==> src/hw/rtl/dasf_pkg.sv <==
`timescale 1ns / 1ps
package dasf_pkg;

    localparam logic [1:0] CFG_REST  = 2'd0;
    localparam logic [1:0] CFG_STIFF = 2'd1;
    localparam logic [1:0] CFG_DAMP  = 2'd2;

    localparam logic [30:0] REST_RESET  = 31'd65536;
    localparam logic [30:0] STIFF_RESET = 31'd65536;
    localparam logic [30:0] DAMP_RESET  = 31'd0;

    localparam int QDEPTH = 2;

    typedef struct packed {
        logic               applied;
        logic               sx;
        logic               sy;
        logic signed [31:0] vx;
        logic signed [31:0] vy;
    } ctx_t;

    typedef struct packed {
        ctx_t        ctx;
        logic [31:0] a;
        logic [31:0] b;
    } item_t;

    typedef struct packed {
        ctx_t        ctx;
        logic [31:0] a;
        logic [31:0] b;
        logic        sh;
    } geo_t;

endpackage

==> src/hw/rtl/dasf_front.sv <==
`timescale 1ns / 1ps
module dasf_front
(
    input  logic                clk,
    input  logic                rst_n,
    input  logic                start,
    output logic                busy,
    input  logic                body_present,
    input  logic signed [31:0]  anchor_x,
    input  logic signed [31:0]  anchor_y,
    input  logic signed [31:0]  body_x,
    input  logic signed [31:0]  body_y,
    input  logic signed [31:0]  vel_x,
    input  logic signed [31:0]  vel_y,
    input  logic                q_ready,
    output logic                f_vld,
    output dasf_pkg::item_t     f_item
);

    logic               vld_reg;
    logic               vld_next;
    dasf_pkg::item_t    item_reg;
    dasf_pkg::item_t    item_next;
    logic               accept;
    logic signed [32:0] dx;
    logic signed [32:0] dy;
    logic [32:0]        ax;
    logic [32:0]        ay;

    assign busy   = vld_reg & ~q_ready;
    assign accept = start & ~busy;
    assign f_vld  = vld_reg;
    assign f_item = item_reg;

    always_comb
    begin
        dx = {anchor_x[31], anchor_x} - {body_x[31], body_x};
        dy = {anchor_y[31], anchor_y} - {body_y[31], body_y};
        ax = dx[32] ? 33'(-dx) : 33'(dx);
        ay = dy[32] ? 33'(-dy) : 33'(dy);
        item_next = item_reg;
        if (accept)
        begin
            item_next.ctx.applied = body_present & ((dx != '0) | (dy != '0));
            item_next.ctx.sx      = dx[32];
            item_next.ctx.sy      = dy[32];
            item_next.ctx.vx      = vel_x;
            item_next.ctx.vy      = vel_y;
            item_next.a           = ax[31:0];
            item_next.b           = ay[31:0];
        end
        vld_next = accept | busy;
    end

    always_ff @(posedge clk or negedge rst_n)
    begin
        if (!rst_n)
        begin
            vld_reg <= 1'b0;
        end
        else
        begin
            vld_reg <= vld_next;
        end
    end

    always_ff @(posedge clk)
    begin
        item_reg <= item_next;
    end

endmodule

==> config.mk <==
export PLATFORM = sky130hd
export DESIGN_NAME = dasf_front
export DESIGN_NICKNAME = d
export VERILOG_FILES = /design/src/hw/rtl/dasf_pkg.sv /design/src/hw/rtl/dasf_front.sv
export SDC_FILE = /design/constraint.sdc
export NUM_CORES = 1
export LEC_CHECK = 0
export BUFFER_PORTS_ARGS = -buffer_cell sky130_fd_sc_hd__buf_2
export CORE_ASPECT_RATIO = 0.7
export CORE_MARGIN = 3
export CORE_UTILIZATION = 47
export DETAILED_ROUTE_END_ITERATION = 16
export GPL_ROUTABILITY_DRIVEN = 0
export PLACE_DENSITY = 0.78
export SLEW_MARGIN = 20
export SYNTH_ARGS = -nofsm -noshare
export SYNTH_HDL_FRONTEND = slang
export SYNTH_SLANG_ARGS = --single-unit
==> constraint.sdc <==
create_clock -name clk -period 4.22 [get_ports clk]
set_input_delay 0.844 -clock clk [delete_from_list [all_inputs] [get_ports clk]]
set_output_delay 0.844 -clock clk [all_outputs]
set_load 0.01 [all_outputs]
==> impl_metrics.csv, run 1 <==
group,metric,value,unit
yosys,ys.warnings.count,0,
clock_tree,cts-root-to-sink-buffers,2,
setup_path,reg2regPathDepth,3,
yosys,synthMostInstantiatedCell,"sky130_fd_sc_hd__edfxtp_1",
timing,min_period_over_period,98.5,%
job,max_cap_viol_count,0,
floorplanning,pin_count,330,
yosys,postSynthNetCount,1313,
yosys,yosys_register_bits,132,
detailed_routing,detail_route.iter0.violations,971,
layout,filler_cell_count,1601,
layout,layout-drive-gt1-share,36.9,%
layout,final_area,13600,um2
outcome,outcome,"complete, no violations",
setup_path,critical_path.cell_chain,"buf_2 > inv_1 > ha_1 > fa_1 > nand2b_1 > a211oi_2 > o21ai_0 > nand2_1 > xnor2_1 > nand4_1 > or4_4 > or4b_4 > o31ai_2 > xnor2_1",
setup_path,timing.critical_path.required,4.38,ns
yosys,synthesized_instance_count,1046,
floorplanning,floorplan.die_area,23000,um2
timing,drv_slew,0,
yosys,syn_area_per_cell,9.53,um2
power_and_ir_drop,power_frac_comb,35.4,%
worst_hold_path,hold_path.class,"input port to asynchronous set/reset pin",
timing,rsz_0062_raised_after_global_routing,"true",
global_routing,first_global_vias,9223,
yosys,synth_top_cell_area_share,39.5,%
yosys,synth_top_area_cell,"sky130_fd_sc_hd__edfxtp_1",
power_and_ir_drop,p_seq_share,33.7,%
timing,hold_violations,0,
floorplanning,initial_core_util,49.1,%
setup_path,critical_path.max_stage_delay,0.60,ns
power_and_ir_drop,cellInternalPower,3.36,mW
power_and_ir_drop,power.share.switching,33.7,%
power_and_ir_drop,fin_total_pwr,5.06,mW
place,placedCellCount,1761,
timing,fmax,241,MHz
layout,multi_input_area,5520,um2
detailed_routing,drc_violations,0,
clock_tree,cts.clk_slew.worst_paths,0.06,ns
detailed_routing,routed-via-count,10067,
clock_tree,cts_made_buffers,17,
place,place.port_buffers,329,
layout,stdcell_count,1796,
layout,sequential_cell_area,3960,um2
global_routing,gr-usage-all-layers,26.7,%
setup_path,crit_path_max_fanout,3,
yosys,synth_flop_cell,"sky130_fd_sc_hd__edfxtp_1",
global_routing,grt_pass1_wl,48900,um
floorplanning,floorplan.die.width,180,um
floorplanning,dieHeight,128,um
place,placement.cell_area,13000,um2
setup_path,crit_path_end_kind,"flop",
timing,slew_headroom,51.1,%
setup_path,cpMaxStageDelayCell,"sky130_fd_sc_hd__or4_4",
yosys,synth-seq-area-share,39.7,%
detailed_routing,viasPerCell,5.61,
timing,fin_hold_ws,0.189,ns
power_and_ir_drop,clock_power_share,30.9,%
clock_tree,clkSinkCount,132,
setup_path,cp-start-kind,"input port",
power_and_ir_drop,peakVddDrop,0.298,mV
clock_tree,clock_tree.htree_level_count,4,
yosys,top_post_synthesis_cells_by_area,"sky130_fd_sc_hd__edfxtp_1, sky130_fd_sc_hd__ha_1, sky130_fd_sc_hd__xnor2_1",
clock_tree,clock_insertion_delay_worst_skew,0.41,ns
detailed_routing,wire_per_inst,18.1,um
global_routing,grt_antenna_before_repair,2,
yosys,post_synth_num_cell_types,89,
detailed_routing,drtAntennaViolNets,0,
timing,count_of_endpoints_failing_setup_in_the_final_report,0,
timing,tightestPinTransition,0.728,ns
yosys,netlist_top_cells_count,"sky130_fd_sc_hd__edfxtp_1, sky130_fd_sc_hd__inv_1, sky130_fd_sc_hd__a21oi_1",
layout,nets,1778,
global_routing,grt_max_degree,69,
layout,synthToLayoutAreaGrowth,36.9,%
clock_tree,cts_tree,"yes",
power_and_ir_drop,pwr_density_cell,371,nW/um2
yosys,synth-edff-count,131,
setup_path,worst-setup-path-type,"input port to flop",
detailed_routing,total_wire_length_after_detailed_routing,32500,um
timing,fin_worst_skew,0.00964,ns
setup_path,critPathArrivalTime,4.31,ns
setup_path,path_common_cell,"sky130_fd_sc_hd__xnor2_1",
global_routing,grt_overflow_total,0,
yosys,async_flop_share,0.758,%
power_and_ir_drop,total_leakage_power,6.26,nW
floorplanning,area_of_the_core_region,20300,um2
detailed_routing,first_pass_iters,7,
power_and_ir_drop,p_sw,1.70,mW
yosys,netlist_area,9960,um2
place,detailedPlacementHpwl,26400,um
floorplanning,rows,43,
timing,min_period,4.16,ns
clock_tree,root_cell_of_the_clock_tree,"sky130_fd_sc_hd__clkbuf_16",
timing,setup_tns,0,ns
-- kinds of logic (layout without fill, tap and decap cells) --
group,after synthesis,after routing,share of synthesized area (%)
and+or+nand+nor,308,308,16.6
AOI/OAI and AO/OA,299,299,20.5
buffers and inverters,134,612,5.12
DFF,132,132,39.7
xor gates and xnor gates,102,102,8.97
adders and majority gates,70,70,8.94
muxes,1,1,0.100
other,0,2,0
-- through the flow --
| stage | utilization, % | worst slack (ns) |
|---|---|---|
| after floorplan | - | 0.0530 |
| after global placement | 64.1 | -0.196 |
| after detailed placement | 64.1 | -0.308 |
| after CTS | 67.1 | 0.0618 |
| after global routing | 67.3 | -0.0638 |
| final | 67.3 | 0.0625 |
-- registers in the layout (all words and copies together), names as in the netlist --
signal / count
f_item: 131
f_vld: 1
-- layout make-up --
class                           instances  share of cell area [%]
Multi-Input combinational cell        780                    40.5
Inverter                               93                    2.56
Sequential cell                       132                    29.0
Antenna cell                            2                  0.0367
Clock inverter                         15                    1.38
Tap cell                              270                    2.48
Timing Repair Buffer                  487                    20.9
Clock buffer                           17                    3.12
-- cells in the final DEF, fill, tap and decap left out, types with 13 or more instances in the layout --
cell / count
sky130_fd_sc_hd__inv_1: 93
sky130_fd_sc_hd__edfxtp_1: 131
sky130_fd_sc_hd__xnor2_1: 60
sky130_fd_sc_hd__xor2_1: 42
sky130_fd_sc_hd__o211ai_1: 13
sky130_fd_sc_hd__ha_1: 68
sky130_fd_sc_hd__nor3_1: 21
sky130_fd_sc_hd__nand2_1: 88
sky130_fd_sc_hd__clkbuf_16: 17
sky130_fd_sc_hd__a21o_1: 24
sky130_fd_sc_hd__a21oi_1: 90
sky130_fd_sc_hd__nand3_1: 15
sky130_fd_sc_hd__nand4_1: 18
sky130_fd_sc_hd__o21ai_0: 53
sky130_fd_sc_hd__nor2_1: 66
sky130_fd_sc_hd__buf_4: 156
sky130_fd_sc_hd__buf_2: 329
-- worst paths after layout --
| path | start | to | slack (ns) |
|---|---|---|---|
| worst max-delay path | anchor_x[0] | f_item[59] | 0.06 |
| worst min-delay path | rst_n | f_vld | 0.19 |
| worst max register to register | f_vld | f_item[33] | 2.33 |
| worst min register to register | f_vld | f_vld | 0.59 |
| max in group asynchronous | rst_n | f_vld | 3.95 |
| min in group clk | f_vld | f_vld | 0.59 |
-- critical path: cells and delay by family --
kind | cells | cell delay [ns]
AOI/OAI and AO/OA | 3 | 0.81
xor gates and xnor gates | 2 | 0.27
adders and majority gates | 2 | 0.60
buffers and inverters | 2 | 0.12
and+or+nand+nor | 5 | 1.67
-- layer usage --
metal | global-route usage [%] | up-vias | wire length, um
met5 | 0 | - | 0
met2 | 41.6 | 570 | 14300
li1 | - | 4813 | -
met3 | 4.82 | 57 | 2980
met4 | 7.94 | 0 | 765
met1 | 38.2 | 4627 | 14500
-- repair_timing --
item,in CTS,in global routing
setup endpoints to repair,0,9
setup buffers,0,1
hold buffers,0,0
gates resized for setup,0,5
-- power groups by stage --
stage / clock network, mW / logic, mW / registers (mW)
2_1_floorplan: 0 / 0.939 / 1.79
3_3_place_gp: 0 / 1.71 / 1.73
5_1_grt: 1.64 / 1.94 / 1.71
6_report: 1.56 / 1.79 / 1.70
3_5_place_dp: 0 / 1.75 / 1.73
4_1_cts: 1.58 / 1.77 / 1.70
No activity file was read; power rests on OpenSTA's default activity.
==> run 2: changes to the inputs <==
Settings changed: PLACE_DENSITY 0.78 to 0.85.
==> run 2 against run 1 <==
Against the previous run: hold slack improved by 0.00078 ns; die area unchanged; final cell count increased by 0.72%; sequential cell count unchanged; global-route usage increased by 0.59 points; critical path depth increased by 2; via count increased by 1.3%; combinational power about the same; cell area about the same; highest routed layer unchanged.
==> impl_metrics.csv, run 2 (synthesis results as in run 1) <==
group,metric,value,unit
outcome,outcome,"complete, no violations",
floorplanning,pin_count,330,
clock_tree,root_cell_of_the_clock_tree,"sky130_fd_sc_hd__clkbuf_16",
global_routing,grt_max_degree,57,
clock_tree,holdBufCountCts,0,
detailed_routing,detail_route.iter0.violations,1054,
timing,drv_slew,0,
setup_path,register_to_register_setup_slack,2.24,ns
global_routing,grt_antenna_before_repair,10,
floorplanning,rows,43,
floorplanning,dieHeight,128,um
power_and_ir_drop,fin_total_pwr,4.95,mW
timing,fin_worst_skew,0.0153,ns
clock_tree,clkSinkCount,132,
setup_path,crit_path_max_fanout,4,
timing,fmax,244,MHz
setup_path,reg2regPathDepth,3,
job,max_cap_viol_count,0,
layout,largest_reg_flops,131,
layout,nets,1782,
clock_tree,clock_tree.htree_level_count,4,
power_and_ir_drop,pwr_density_cell,363,nW/um2
layout,layout-drive-gt1-share,37.0,%
power_and_ir_drop,total_leakage_power,6.26,nW
timing,slew_headroom,50.7,%
clock_tree,cts_tree,"yes",
timing,count_of_endpoints_failing_setup_in_the_final_report,0,
timing,min_period,4.09,ns
layout,synthToLayoutAreaGrowth,37.0,%
timing,fin_hold_ws,0.190,ns
global_routing,first_global_vias,9556,
setup_path,cp-start-kind,"input port",
detailed_routing,drtAntennaViolNets,0,
floorplanning,area_of_the_core_region,20300,um2
clock_tree,postCtsSetupRepairBufs,0,
detailed_routing,routed-via-count,10193,
detailed_routing,wire_per_inst,18.1,um
setup_path,crit_path_end_kind,"flop",
layout,final_common_cell,"sky130_fd_sc_hd__buf_2",
timing,min_period_over_period,97.0,%
floorplanning,initial_core_util,49.1,%
timing,hold_violations,0,
place,place.port_buffers,329,
clock_tree,cts_made_buffers,17,
detailed_routing,viasPerCell,5.63,
setup_path,timing.critical_path.required,4.39,ns
floorplanning,floorplan.die.width,180,um
place,detailedPlacementHpwl,26900,um
detailed_routing,total_wire_length_after_detailed_routing,32800,um
setup_path,critical_path.reg2reg.startpoint,"f_vld",
detailed_routing,drc_violations,0,
timing,tightestPinTransition,0.739,ns
worst_hold_path,hold_path.class,"input port to asynchronous set/reset pin",
setup_path,worst-setup-path-type,"input port to flop",
global_routing,grt_pass1_wl,50100,um
setup_path,worstReg2RegEnd,"f_item[37]",
global_routing,grt_overflow_total,0,
global_routing,gr-usage-all-layers,27.3,%
floorplanning,floorplan.die_area,23000,um2
clock_tree,cts.clk_slew.worst_paths,0.07,ns
setup_path,critPathArrivalTime,4.26,ns
layout,most-common-layout-cells,"sky130_fd_sc_hd__buf_2, sky130_fd_sc_hd__buf_4, sky130_fd_sc_hd__edfxtp_1",
power_and_ir_drop,peakVddDrop,0.338,mV
timing,setup_tns,0,ns
detailed_routing,first_pass_iters,6,
clock_tree,cts-root-to-sink-buffers,2,
clock_tree,clock_insertion_delay_worst_skew,0.41,ns
-- run 2: power breakdown --
part | switching, mW | total [mW] | internal, mW
sequential | 0.0466 | 1.70 | 1.65
clock | 0.660 | 1.44 | 0.782
combinational | 1.00 | 1.81 | 0.813
total | 1.71 | 4.95 | 3.25
-- run 2: what timing repair did --
action	in CTS	in global routing
hold endpoints to repair	0	0
endpoints found under the setup margin	0	14
gates resized for setup	0	5
-- run 2: worst max-delay path, cell delays in order --
cell,delay [ns]
sky130_fd_sc_hd__buf_2,0.08
sky130_fd_sc_hd__inv_1,0.05
sky130_fd_sc_hd__ha_1,0.20
sky130_fd_sc_hd__fa_1,0.38
sky130_fd_sc_hd__nand2b_1,0.22
sky130_fd_sc_hd__a211oi_4,0.29
sky130_fd_sc_hd__buf_4,0.15
sky130_fd_sc_hd__o211ai_1,0.15
sky130_fd_sc_hd__buf_4,0.18
sky130_fd_sc_hd__a21oi_1,0.30
sky130_fd_sc_hd__o21a_1,0.19
sky130_fd_sc_hd__o221a_2,0.20
sky130_fd_sc_hd__nand2_1,0.09
sky130_fd_sc_hd__or4b_4,0.57
sky130_fd_sc_hd__o31ai_2,0.28
sky130_fd_sc_hd__xnor2_1,0.11
-- run 2: worst max path at each step --
stage / startpoint / endpoint / slack (ns) / cells past startpoint
6_report: anchor_x[0] / f_item[59] / 0.13 / 16
5_1_grt: body_x[3] / f_item[130] / -0.02 / 17
2_1_floorplan: anchor_x[0] / f_item[60] / 0.05 / 13
4_1_cts: anchor_x[0] / f_item[60] / 0.10 / 14
3_5_place_dp: anchor_x[0] / f_item[60] / -0.32 / 14
3_3_place_gp: anchor_x[0] / f_item[60] / -0.20 / 14
-- run 2: cell type report --
cell class / count / area (um2)
diodes: 11 / 27.5
fillers: 1610 / 6640
well taps: 270 / 338
flip-flops and latches: 132 / 3960
clock inverters: 15 / 138
inverters: 93 / 349
clock buffers: 17 / 425
multi-input cells: 780 / 5520
repair buffers: 491 / 2890
-- run 2: metrics by stage --
stage / cell area, um2 / util (%) / setup slack, ns / cells
after floorplan: 9970 / - / 0.0530 / 1046
after global placement: 13000 / 64.3 / -0.197 / 1766
after detailed placement: 13000 / 64.3 / -0.322 / 1766
after CTS: 13600 / 67.0 / 0.104 / 1798
after global routing: 13600 / 67.3 / -0.0153 / 1809
final: 13600 / 67.3 / 0.127 / 1809
-- run 2: per-layer routing --
layer / vias up / global-route usage (%) / wire length, um
met5: - / 0 / 0
met2: 602 / 40.2 / 13900
met4: 0 / 10.2 / 1120
met3: 85 / 5.90 / 3290
li1: 4817 / - / -
met1: 4689 / 39.6 / 14400
