==> config.mk <==
export PLATFORM = sky130hd
export DESIGN_NAME = dasf_queue
export DESIGN_NICKNAME = d
export VERILOG_FILES = /design/src/hw/rtl/dasf_pkg.sv /design/src/hw/rtl/dasf_queue.sv
export SDC_FILE = /design/constraint.sdc
export NUM_CORES = 1
export LEC_CHECK = 0
export ABC_AREA = 1
export BUFFER_PORTS_ARGS = -buffer_cell sky130_fd_sc_hd__buf_4
export CAP_MARGIN = 5
export CORE_AREA = 4 4 192 138
export CTS_CLUSTER_DIAMETER = 200
export DETAILED_ROUTE_END_ITERATION = 10
export DIE_AREA = 0 0 196 142
export MAX_ROUTING_LAYER = met4
export SETUP_SLACK_MARGIN = 0.05
export SYNTH_ARGS = -nofsm -noshare
export SYNTH_HDL_FRONTEND = slang
export SYNTH_SLANG_ARGS = --single-unit
==> constraint.sdc <==
create_clock -name clk -period 10.1 [get_ports clk]
set_input_delay 1.01 -clock clk [delete_from_list [all_inputs] [get_ports clk]]
set_output_delay 1.01 -clock clk [all_outputs]
set_load 0.01 [all_outputs]
==> src/hw/rtl/dasf_pkg.sv <==
`timescale 1ns / 1ps
package dasf_pkg;

    localparam logic [1:0] CFG_REST  = 2'd0;
    localparam logic [1:0] CFG_STIFF = 2'd1;
    localparam logic [1:0] CFG_DAMP  = 2'd2;

    localparam logic [30:0] REST_RESET  = 31'd65536;
    localparam logic [30:0] STIFF_RESET = 31'd65536;
    localparam logic [30:0] DAMP_RESET  = 31'd0;

    localparam int QDEPTH = 2;

    typedef struct packed {
        logic               applied;
        logic               sx;
        logic               sy;
        logic signed [31:0] vx;
        logic signed [31:0] vy;
    } ctx_t;

    typedef struct packed {
        ctx_t        ctx;
        logic [31:0] a;
        logic [31:0] b;
    } item_t;

    typedef struct packed {
        ctx_t        ctx;
        logic [31:0] a;
        logic [31:0] b;
        logic        sh;
    } geo_t;

endpackage

==> src/hw/rtl/dasf_queue.sv <==
`timescale 1ns / 1ps
module dasf_queue
(
    input  logic             clk,
    input  logic             rst_n,
    input  logic             in_vld,
    input  dasf_pkg::item_t  in_item,
    output logic             in_ready,
    output logic             out_vld,
    output dasf_pkg::item_t  out_item
);

    localparam int PW = (dasf_pkg::QDEPTH > 1) ? $clog2(dasf_pkg::QDEPTH) : 1;
    localparam int CW = $clog2(dasf_pkg::QDEPTH + 1);

    dasf_pkg::item_t mem_reg [0:dasf_pkg::QDEPTH-1];
    logic [PW-1:0]   wr_ptr_reg;
    logic [PW-1:0]   wr_ptr_next;
    logic [PW-1:0]   rd_ptr_reg;
    logic [PW-1:0]   rd_ptr_next;
    logic [CW-1:0]   cnt_reg;
    logic [CW-1:0]   cnt_next;
    logic            push;
    logic            pop;

    assign in_ready = cnt_reg != CW'(dasf_pkg::QDEPTH);
    assign push     = in_vld & in_ready;
    assign pop      = cnt_reg != '0;
    assign out_vld  = pop;
    assign out_item = mem_reg[rd_ptr_reg];

    always_comb
    begin
        wr_ptr_next = wr_ptr_reg;
        rd_ptr_next = rd_ptr_reg;
        if (push)
        begin
            wr_ptr_next = (wr_ptr_reg == PW'(dasf_pkg::QDEPTH - 1)) ? '0 : wr_ptr_reg + 1'b1;
        end
        if (pop)
        begin
            rd_ptr_next = (rd_ptr_reg == PW'(dasf_pkg::QDEPTH - 1)) ? '0 : rd_ptr_reg + 1'b1;
        end
        cnt_next = cnt_reg + CW'(push) - CW'(pop);
    end

    always_ff @(posedge clk or negedge rst_n)
    begin
        if (!rst_n)
        begin
            wr_ptr_reg <= '0;
            rd_ptr_reg <= '0;
            cnt_reg    <= '0;
        end
        else
        begin
            wr_ptr_reg <= wr_ptr_next;
            rd_ptr_reg <= rd_ptr_next;
            cnt_reg    <= cnt_next;
        end
    end

    always_ff @(posedge clk)
    begin
        if (push)
        begin
            mem_reg[wr_ptr_reg] <= in_item;
        end
    end

    a_cnt_bound: assert property (@(posedge clk) disable iff (!rst_n)
        cnt_reg <= CW'(dasf_pkg::QDEPTH))
        else $error("queue count above depth");

    a_cnt_push: assert property (@(posedge clk) disable iff (!rst_n)
        (push && !pop) |=> (cnt_reg == $past(cnt_reg) + 1'b1))
        else $error("queue count lost a push");

    a_ptr_gap: assert property (@(posedge clk) disable iff (!rst_n)
        (cnt_reg == '0) |-> (wr_ptr_reg == rd_ptr_reg))
        else $error("queue pointers differ while empty");

endmodule

==> results.md, run 1 <==
- Top cells by count, synth: nand2_1 (399), edfxtp_1 (262), buf_4 (11), buf_2 (9), buf_6 (9)
- Max Clock Skew: 0.0133 ns
- # Max-Cap Violations: 0
- Setup Total Neg Slack: 0 ns
- Main combinational cell family by area after synthesis: simple AND/OR/NAND/NOR gates
- Buffers & Inverters on Critical Path: 3
- CTS tree: done
- Area share of and/or/nand/nor cells after synthesis: between 10% and 20%
- Core Rows: 48
- Synth Area in Compound Gates: 0%
- Critical Path End Type: primary output
- Largest net degree at the start of global routing: 74
- Leakage power total: between 5 and 6 nW
- Residual antenna-violating net count after detailed routing: 0
- Worst-case setup margin in the final layout: 6.05 ns
- Initial core utilization: 39.8%
- Clock root buffer: clkbuf_16
- Cell area after synthesis: between 9000 and 10,000 sq um
- Critical path's slowest cell: buf_4
- Worst setup timing slack at the placement stage: 6.48 ns
- Crit path largest cell delay: approximately 0.75 ns
- Most used standard cell by instance count after synthesis: nand2_1
- Buffer count from post-CTS setup fixing: 0
- Total detailed-routing wirelength: approximately 22,000 microns
- Cell count after synthesis: 705
- Result of the run: finished, final reports clean
- Layout overhead on the synthesized area: 31.5%
- Floorplan die width: a little under 200 microns
- Avg WL per Cell: 16.6 microns
- Die outline area: 27,800 sq um
- Crit Path Category: flop to primary output
- Placer's final routability congestion estimate: 0.859
- Slew Limit Fails: 0
- Critical Path RT: 9.09 ns
- Relative slew margins: between 30% and 40%
- Max clock buf depth: 3
- Final hold violation count: 0
- Port Buf Inserts: 266
- Global routing's busiest layer: met2
- Overall Global Routing Usage: 15.4%
- Fmax: 247 MHz
- Sink count of the clock tree: between 200 and 300
- Initial antenna violation count: 1
- Global route total overflow: 0
- Ordered list of cells on the worst path: inv_4, buf_4, nand2_1, nand2_1, buf_4
- Worst IR Drop VDD: ~0.13 mV
- Share of post-route cells with drive strength above 1: 30.9%
- Hold_buf cts: 0
- Vert. Die Dim: 142 microns
- Global-route wire length before repair: 32,800 microns
- Number of flip-flops in the largest register: approximately 260
- Met2 Usage GRT: around 22%
- Cell area power density: roughly 260 nW/um^2
- Placed Instance Area: between 10,000 and 15,000 sq um
- Xor and xnor fraction of the mapped netlist area: 0.0899%
- Total number of vias: 5,894
- Final worst-path cycle share: around 40%
- DPL Wire Length: 13,900 microns
- Clock network latency to the later pin of the worst-skew pair: slightly above 0.5 ns
- Boundary Pins: 267
- Vias in the first global route: 5,620
- # DRC: 0
- Unique masters post-synth: 11
- Transition time of the tightest slew-check pin: 0.989 ns
- Layout Nets: about 1.1k
- Cell taking the most area after synthesis: edfxtp_1
- Finished Layout Cells: 1,321
- Global routing usage on met3: 4.78%
- Synthesized net count: 839
- Hold WC Path Type: input pin to asynchronous set/reset pin
- Clock slew at reported path FFs: 0.06 ns
- Dominant cells by area after synthesis: edfxtp_1 (81%), nand2_1 (15%), buf_6 (1.0%)
- Yosys warns: 0
- Synthesized area divided by synthesized cell count: 13.8 sq um
- Fraction of synthesized area in multiplexers: 0%
- Crit-path max FO: 70
- Count of state elements after synthesis: 266
- Number of clock buffers inserted by TritonCTS: 27
- Setup violations, final: 0
- RSZ-0062 raised after global routing: no
- Shortest clock period the worst path allows after layout: 4.05 ns
- Starting DRT DRC Count: 351
- Core Region: 24,500 sq um
- EDFF count, synth: 262
- Adder-cell share of the synthesized area: 0%
- Share of the core filled with cells in the final layout: 52.3%
- Met1 track demand over resource: 21.7%
- Drt via density: around 4.5
- Share of synthesized registers carrying an async set or reset: around 1.5%
- Crit path arrival time: 3.04 ns
- Count of instances resized after the clock tree is built: 0
- Post-synth top area share: around four fifths
- Cell family with the largest share of critical-path delay: buffers and inverters
- Final design instance area without fill: 12,800 sq um
- Startpoint class of the critical path: flop
- Flip-flop cell with the highest count after synthesis: edfxtp_1
- Number of iterations in the first detailed-routing pass: 4
- Register area share after synthesis: 81.8%
- Placed cells: about 1.3k
- H-Tree Level Count: 1
-- final timing paths --
path / from / to / slack, ns / depth (start not counted)
setup / recovery: rd_ptr_reg / out_item[32] / 6.05 / 5
hold / removal: rst_n / wr_ptr_reg / 0.28 / 1
max in group asynchronous: rst_n / rd_ptr_reg / 9.70 / 1
setup reg to reg: cnt_reg[1] / mem_reg[0][82] / 7.64 / 4
min in group clk: wr_ptr_reg / wr_ptr_reg / 0.48 / 2
hold reg to reg: wr_ptr_reg / wr_ptr_reg / 0.48 / 2
-- worst reg2reg max path, delay by kind of cell, from the launching register on --
family / cells / cell delay, ns
buffers and inverters: 2 / 1.34
DFF: 1 / 0.39
and+or+nand+nor: 2 / 0.32
-- power breakdown --
| part | internal, W | leakage, nW | switching [W] |
|---|---|---|---|
| Clock | 0.000563 | 0.402 | 0.000386 |
| Sequential | 0.00131 | 2.51 | 0.0000578 |
| Combinational | 0.000413 | 2.53 | 0.000575 |
| Total | 0.00229 | 5.44 | 0.00102 |
-- kinds of logic after synthesis --
| family | Yosys count |
|---|---|
| buffers and inverters | 36 |
| and+or+nand+nor | 402 |
| DFF | 266 |
| xor gates and xnor gates | 1 |
-- layout by cell type, fill, tap and decap left out --
| cell | count |
|---|---|
| clkinv_1 | 10 |
| buf_4 | 271 |
| nand2_1 | 399 |
| inv_6 | 1 |
| xor2_1 | 1 |
| clkinvlp_4 | 1 |
| dfrtp_1 | 3 |
| nand3_1 | 1 |
| clkinv_2 | 1 |
| edfxtp_1 | 262 |
| inv_4 | 1 |
| diode_2 | 1 |
| inv_1 | 5 |
| clkbuf_1 | 6 |
| clkbuf_16 | 27 |
| nor2_4 | 1 |
| bufinv_16 | 3 |
| nor2_1 | 1 |
| dfrtp_4 | 1 |
-- layer usage --
layer | vias up | share of wire (%)
li1 | 2913 | -
met1 | 2756 | 45
met2 | 196 | 45
met3 | 29 | 8.6
met4 | 0 | 1.9
met5 | - | 0
-- layout make-up --
| class | instances | area, sq um |
|---|---|---|
| Fill cell | 2105 | 11700 |
| Sequential cell | 266 | 7970 |
| Timing Repair Buffer | 271 | 2030 |
| Multi-Input combinational cell | 403 | 1530 |
| Clock buffer | 33 | 698 |
| Tap cell | 325 | 407 |
| Clock inverter | 15 | 140 |
| Inverter | 7 | 33.8 |
| Antenna cell | 1 | 2.50 |
-- through the flow --
| stage | total power [W] | hold slack [ns] |
|---|---|---|
| detailed placement | 0.00241 | 0.467 |
| CTS | 0.00336 | 0.253 |
| floorplan | 0.00191 | 0.442 |
| global placement | 0.00240 | 0.467 |
| global route | 0.00349 | 0.258 |
| finish | 0.00331 | 0.277 |
Note: power is estimated with default switching activity, not from simulation.
==> run 2, diff against run 1 <==
ABC_AREA = 0   (was 1)
CORE_AREA = 4 4 194 139   (was 4 4 192 138)
DIE_AREA = 0 0 198 143   (was 0 0 196 142)
clock period = 4.1 ns   (was 10.1 ns; I/O delays follow)
==> run 2 against run 1 <==
- hold slack worse by 0.22 ns
- highest routed layer unchanged
- core utilization up 0.30 points
- largest cell class unchanged
- critical path type unchanged
- wire length down 8.2%
- die area up 1.7%
- cell area up 3.7%
==> results.md, run 2 <==
- Drt via density: 4.60 (was 4.46)
- Vert. Die Dim: 143 microns (was 142 microns)
- Clock root buffer: clkbuf_16 (unchanged)
- Core Rows: 49 (was 48)
- Initial antenna violation count: 1 (unchanged)
- Dominant cells by area after synthesis: edfxtp_1 (79%), mux2_4 (12%), mux2_2 (5.8%) (was edfxtp_1 (81%), nand2_1 (15%), buf_6 (1.0%))
- Layout overhead on the synthesized area: 33.6% (was 31.5%)
- Crit-path max FO: 55 (was 70)
- Largest net degree at the start of global routing: 132 (was 74)
- Leakage power total: 5.17 nW (was 5.44 nW)
- EDFF count, synth: 262 (unchanged)
- Result of the run: finished, final reports clean (unchanged)
- Startpoint class of the critical path: flop (unchanged)
- Most frequent cells in the layout: buf_4 (268), edfxtp_1 (262), mux2_4 (80) (was nand2_1 (399), buf_4 (271), edfxtp_1 (262))
- Top cells by count, synth: edfxtp_1 (262), mux2_4 (80), mux2_2 (51), buf_6 (9), buf_2 (5) (was nand2_1 (399), edfxtp_1 (262), buf_4 (11), buf_2 (9), buf_6 (9))
- Total number of vias: 4,873 (was 5,894)
- Number of flip-flops in the largest register: 262 (unchanged)
- Xor and xnor fraction of the mapped netlist area: 0.176% (was 0.0899%)
- Adder-cell share of the synthesized area: 0% (unchanged)
- Layout Nets: 841 (was 1,110)
- Fraction of synthesized area in multiplexers: 17.9% (was 0%)
- Count of state elements after synthesis: 266 (unchanged)
- Shortest clock period the worst path allows after layout: 2.78 ns
- Floorplan die width: 198 microns (was 196 microns)
- Residual antenna-violating net count after detailed routing: 0 (unchanged)
- Cell area power density: 701 nW/um^2 (was 258 nW/um^2)
- Number of iterations in the first detailed-routing pass: 4 (unchanged)
- Buffer count from post-CTS setup fixing: 0 (unchanged)
- Clock network latency to the later pin of the worst-skew pair: 0.53 ns (was 0.51 ns)
- Starting DRT DRC Count: 210 (was 351)
- Number of clock buffers inserted by TritonCTS: 27 (unchanged)
- Hold WC Path Type: input pin to flop (was input pin to asynchronous set/reset pin)
- RSZ-0062 raised after global routing: no (unchanged)
- Commonest non-fill, non-tap cell in the layout: buf_4 (was nand2_1)
- Internal Pwr Total: 0.00683 W (was 0.00229 W)
- Setup violations, final: 0 (unchanged)
- Port Buf Inserts: 266 (unchanged)
- Crit path arrival time: 2.37 ns (was 3.04 ns)
- Synthesized net count: 555 (was 839)
- Post-synth top area share: 79.1% (was 80.7%)
- Die outline area: 28,300 sq um (was 27,800 sq um)
- Worst hold slack across all endpoints: 0.0579 ns (was 0.277 ns)
- Total of fill cells in the finished design: 2,052 (was 2,105)
- Total power after layout: 0.00931 W (was 0.00331 W)
- Crit Path Category: flop to primary output (unchanged)
- Total detailed-routing wirelength: 20,100 microns (was 21,900 microns)
- Sink count of the clock tree: 266 (unchanged)
- Area share of and/or/nand/nor cells after synthesis: 0.390% (was 15.5%)
- Final hold violation count: 0 (unchanged)
- Max Clock Skew: 0.0224 ns (was 0.0133 ns)
- H-Tree Level Count: 1 (unchanged)
- Transition time of the tightest slew-check pin: 0.819 ns (was 0.989 ns)
- Slew Limit Fails: 0 (unchanged)
- Cell count after synthesis: 421 (was 705)
- Worst-case setup margin in the final layout: 1.32 ns (was 6.05 ns)
- Avg WL per Cell: 19.0 microns (was 16.6 microns)
- Max clock buf depth: 3 (unchanged)
- Boundary Pins: 267 (unchanged)
- Core Region: 25,300 sq um (was 24,500 sq um)
- Share of post-route cells with drive strength above 1: 61.5% (was 30.9%)
- Register area share after synthesis: 80.2% (was 81.8%)
- Flip-flop cell with the highest count after synthesis: edfxtp_1 (unchanged)
- Initial core utilization: 39.4% (was 39.8%)
- # Max-Cap Violations: 0 (unchanged)
- Critical Path End Type: primary output (unchanged)
- Worst setup timing slack at the placement stage: 1.87 ns (was 6.48 ns)
- Synthesized area divided by synthesized cell count: 23.6 sq um (was 13.8 sq um)
- NetSw: 0.00248 W (was 0.00102 W)
- Relative contribution of combinational cells to total power: 30.8% (was 29.9%)
- DPL Wire Length: 13,100 microns (was 13,900 microns)
- Share of synthesized registers carrying an async set or reset: 1.50% (unchanged)
- CTS tree: done (unchanged)
- Clock network power share: 28.3% (was 28.7%)
- Global-route wire length before repair: 29,200 microns (was 32,800 microns)
- Placer's final routability congestion estimate: 0.776 (was 0.859)
- Main combinational cell family by area after synthesis: multiplexers (was simple AND/OR/NAND/NOR gates)
- Most used standard cell by instance count after synthesis: edfxtp_1 (was nand2_1)
- Cell taking the most area after synthesis: edfxtp_1 (unchanged)
- # DRC: 0 (unchanged)
- Clock slew at reported path FFs: 0.06 ns (about the same)
- Finished Layout Cells: 1,060 (was 1,321)
- Worst IR Drop VDD: 0.455 mV (was 0.132 mV)
- Fmax: ~360 MHz
- Synth Area in Compound Gates: 0% (unchanged)
- Cell area after synthesis: 9940 sq um (was 9740 sq um)
- Switching share of power: 26.7% (was 30.8%)
- Yosys warns: 0 (unchanged)
- Critical Path RT: 3.69 ns (was 9.09 ns)
- Placed cells: 1,008 (was 1,272)
- Relative slew margins: 45.4% (was 34.1%)
- Final worst-path cycle share: 67.8%
- Vias in the first global route: 5,160 (was 5,620)
- Unique masters post-synth: 15 (was 11)
- Setup Total Neg Slack: 0 ns (unchanged)
- Overall Global Routing Usage: 13.8% (was 15.4%)
- Register share of total power: 40.8% (was 41.4%)
- Global route total overflow: 0 (unchanged)
[run 2: cell types whose count changed after synthesis, moves of 2 or more]
cell	previous run	this run
nand2_1	399	1
mux2_4	0	80
mux2_2	0	51
buf_4	11	0
inv_1	6	0
buf_2	9	5
nand2b_1	0	2
[run 2: cells by family after synthesis]
kind of cell              after synthesis
DFF                                   266
xor gates and xnor gates                2
buffers and inverters                  15
muxes                                 131
and+or+nand+nor                         7
[run 2: critical path, stage by stage, from the launching register on]
cell     delay [ns]
dfrtp_4        0.78
buf_12         0.42
mux2_2         0.40
buf_4          0.15
[run 2: per-stage QoR]
stage               cell area (sq um)  utilization [%]
floorplan                        9950                -
global placement                12300             48.7
detailed placement              12300             48.7
CTS                             13300             52.6
global route                    13300             52.6
finish                          13300             52.6
[run 2: power groups by stage]
stage	registers, W	clock network, W	logic [W]
final	0.00380	0.00264	0.00287
after global routing	0.00385	0.00286	0.00305
after CTS	0.00381	0.00273	0.00293
after detailed placement	0.00386	0	0.00291
after global placement	0.00384	0	0.00287
after floorplan	0.00376	0	0.00180
[run 2: worst paths after layout]
path,slack [ns],from,endpoint,cells past startpoint
worst max-delay path,1.32,rd_ptr_reg,out_item[2],3
worst min-delay path,0.06,in_item[111],mem_reg[0][111],1
min in group asynchronous,0.25,rst_n,wr_ptr_reg,2
max in group asynchronous,3.73,rst_n,rd_ptr_reg,2
worst max register to register,2.22,cnt_reg[0],mem_reg[0][78],4
worst min register to register,0.51,cnt_reg[0],cnt_reg[1],1
[run 2: per-layer routing]
metal / up-vias / track usage (%) / wire length, microns
met5: - / - / 0
met4: 0 / 3.44 / 499
met3: 33 / 5.68 / 2150
met2: 198 / 19.8 / 8790
met1: 2393 / 18.3 / 8660
li1: 2249 / - / -
[run 2: what timing repair did]
| action | in CTS | in global routing |
|---|---|---|
| hold buffers | 1 | 0 |
| hold endpoints to repair | 4 | 0 |
| gates resized for setup | 0 | 0 |
[run 2: layout make-up]
cell class / count / area (sq um) / share of cell area, %
Sequential cell: 266 / 7970 / 60.0
Timing Repair Buffer: 272 / 2080 / 15.7
Multi-Input combinational cell: 140 / 1840 / 13.9
Clock buffer: 32 / 694 / 5.23
Tap cell: 331 / 414 / 3.12
Clock inverter: 18 / 277 / 2.08
Antenna cell: 1 / 2.50 / 0.0188
==> run 3, diff against run 2 <==
PLACE_DENSITY = 0.65   (was default)
clock period = 2.46 ns   (was 4.1 ns; I/O delays follow)
==> run 3 against run 2 <==
- non-clock buffer count increased by 136
- clock power increased by 54%
- critical path depth unchanged
- via count increased by 11%
- count of clock-buffer cells in the layout unchanged
- critical path type unchanged
- critical endpoint is now out_item[23]
- highest routed layer unchanged
==> results.md, run 3 (same netlist as run 2, synthesis figures left out) <==
- Clock root buffer: clkbuf_16 (unchanged)
- Largest net degree at the start of global routing: 69 (was 132)
- Crit path largest cell delay: 0.51 ns (was 0.78 ns)
- Critical Path RT: 2.21 ns (was 3.69 ns)
- Highest metal layer with signal wires: met4 (unchanged)
- Worst IR Drop VDD: 0.609 mV (was 0.455 mV)
- # DRC: 0 (unchanged)
- Avg WL per Cell: 18.1 microns (was 19.0 microns)
- Max clock buf depth: 3 (unchanged)
- Relative slew margins: 71.6% (was 45.4%)
- Hold WC Path Type: input pin to asynchronous set/reset pin (was input pin to flop)
- Residual antenna-violating net count after detailed routing: 0 (unchanged)
- Number of iterations in the first detailed-routing pass: 6 (was 4)
- Critical path's slowest cell: dfrtp_4 (unchanged)
- Clock network latency to the later pin of the worst-skew pair: 0.52 ns (was 0.53 ns)
- Number of clock buffers inserted by TritonCTS: 27 (unchanged)
- Routed met3 length: 1460 microns (was 2150 microns)
- Commonest non-fill, non-tap cell in the layout: buf_4 (unchanged)
- Worst setup timing slack at the placement stage: 0.666 ns (was 1.87 ns)
- Register area: 7970 sq um (unchanged)
- Starting DRT DRC Count: 207 (was 210)
- Initial core utilization: 39.4% (unchanged)
- Floorplan die width: 198 microns (unchanged)
- Share of post-route cells with drive strength above 1: 52.0% (was 61.5%)
- Sum of routed wire segments on met1: 9690 microns (was 8660 microns)
- Drt via density: 4.51 (was 4.60)
- Crit Path Category: flop to primary output (unchanged)
- Area of combinational cells with multiple inputs: 1860 sq um (was 1840 sq um)
- Crit path arrival time: 1.95 ns (was 2.37 ns)
- Fmax: 456 MHz
- # Max-Cap Violations: 0 (unchanged)
- RSZ-0062 raised after global routing: no (unchanged)
- Worst hold slack across all endpoints: 0.102 ns (was 0.0579 ns)
- Cell area power density: 1060 nW/um^2 (was 701 nW/um^2)
- Core Region: 25,300 sq um (unchanged)
- Overall Global Routing Usage: 14.8% (was 13.8%)
- Clock slew at reported path FFs: 0.06 ns (about the same)
- Most frequent cells in the layout: buf_4 (268), edfxtp_1 (262), dlygate4sd3_1 (133) (was buf_4 (268), edfxtp_1 (262), mux2_4 (80))
- Global-route wire length before repair: 32,200 microns (was 29,200 microns)
- Leakage power total: 5.73 nW (was 5.17 nW)
- Die outline area: 28,300 sq um (unchanged)
- Startpoint class of the critical path: flop (unchanged)
- DPL Wire Length: 13,800 microns (was 13,100 microns)
- Ordered list of cells on the worst path: buf_16, mux2_2, buf_4 (was buf_12, mux2_2, buf_4)
- Layout Nets: 977 (was 841)
- Share of the core filled with cells in the final layout: 57.9% (was 52.6%)
- Final worst-path cycle share: 89.2%
- Crit-path max FO: 56 (was 55)
- Core Rows: 49 (unchanged)
- Total number of vias: 5,395 (was 4,873)
- Setup violations, final: 0 (unchanged)
- Sink count of the clock tree: 266 (unchanged)
- CTS tree: done (unchanged)
- Transition time of the tightest slew-check pin: 0.427 ns (was 0.819 ns)
- Shortest clock period the worst path allows after layout: 2.19 ns
- Vert. Die Dim: 143 microns (unchanged)
- Buffers & Inverters on Critical Path: 2 (unchanged)
- Port Buf Inserts: 266 (unchanged)
- Max Clock Skew: 0.00916 ns (was 0.0224 ns)
- Slew Limit Fails: 0 (unchanged)
- Initial antenna violation count: 1 (unchanged)
- Final hold violation count: 0 (unchanged)
- Boundary Pins: 267 (unchanged)
- Placer's final routability congestion estimate: 0.803 (was 0.776)
- Total of fill cells in the finished design: 1,870 (was 2,052)
- Vias in the first global route: 5,779 (was 5,160)
- Layout overhead on the synthesized area: 47.1% (was 33.6%)
- WL met2: 9970 microns (was 8790 microns)
- Worst-case setup margin in the final layout: 0.266 ns (was 1.32 ns)
- Global route total overflow: 0 (unchanged)
- Result of the run: finished, final reports clean (unchanged)
- Number of flip-flops in the largest register: 262 (unchanged)
- Total detailed-routing wirelength: 21,600 microns (was 20,100 microns)
- Critical Path End Type: primary output (unchanged)
- H-Tree Level Count: 1 (unchanged)
- Cell family with the largest share of critical-path delay: flip-flops (unchanged)
[run 3: cell count changes in the layout (fill, tap and decap cells not counted), sizes merged]
cell	before	now
dlygate4sd3	1	133
buf	271	275
bufinv	7	4
clkinv	6	9
inv	2	1
[run 3: report_power, final]
part / leakage [nW] / switching, W / internal (W)
logic: 2.80 / 0.00234 / 0.00286
clock network: 0.419 / 0.00163 / 0.00243
registers: 2.51 / 0.000235 / 0.00600
[run 3: cell type report]
| type | count | area share [%] |
|---|---|---|
| antenna | 1 | 0.0171 |
| tap | 331 | 2.83 |
| clock buffer | 32 | 4.75 |
| clock inverter | 17 | 1.31 |
| multi-input combinational | 140 | 12.7 |
| timing repair buffer | 408 | 23.9 |
| sequential | 266 | 54.5 |
[run 3: final timing paths]
path / startpoint / endpoint / slack (ns) / cells past startpoint
max in group asynchronous: rst_n / rd_ptr_reg / 2.22 / 2
worst min register to register: cnt_reg[0] / cnt_reg[1] / 0.51 / 1
worst max register to register: cnt_reg[1] / mem_reg[0][64] / 0.96 / 4
worst max-delay path: rd_ptr_reg / out_item[23] / 0.27 / 3
worst min-delay path: rst_n / wr_ptr_reg / 0.10 / 2
min in group clk: in_item[105] / mem_reg[1][105] / 0.44 / 2
[run 3: what timing repair did]
action / in CTS / in global routing
endpoints found under the setup margin: 0 / 14
hold buffers: 133 / 0
buffers inserted: 0 / 2
hold endpoints to repair: 268 / 0
resized for setup: 0 / 1
[run 3: metrics by stage]
| stage | total power, W | setup TNS (ns) | instance area (sq um) | instances |
|---|---|---|---|---|
| floorplan | 0.00926 | -79.34 | 9960 | 421 |
| global placement | 0.0113 | 0 | 12400 | 1010 |
| detailed placement | 0.0114 | 0 | 12400 | 1010 |
| CTS | 0.0157 | 0 | 14600 | 1192 |
| global route | 0.0162 | 0 | 14600 | 1195 |
| finish | 0.0155 | 0 | 14600 | 1195 |
[run 3: routing by layer]
metal  global-route usage [%]  vias up
met1                     20.2     2638
met2                     23.1      201
met5                        -        -
met3                     3.47       34
met4                     3.22        0
li1                         -     2522
[run 3: worst reg2reg max path, stage by stage, from the launching register on]
cell and delay (ns):
dfrtp_1 0.41, nand2b_4 0.11, nand2_4 0.06, nor2_4 0.16
buf_12 0.33
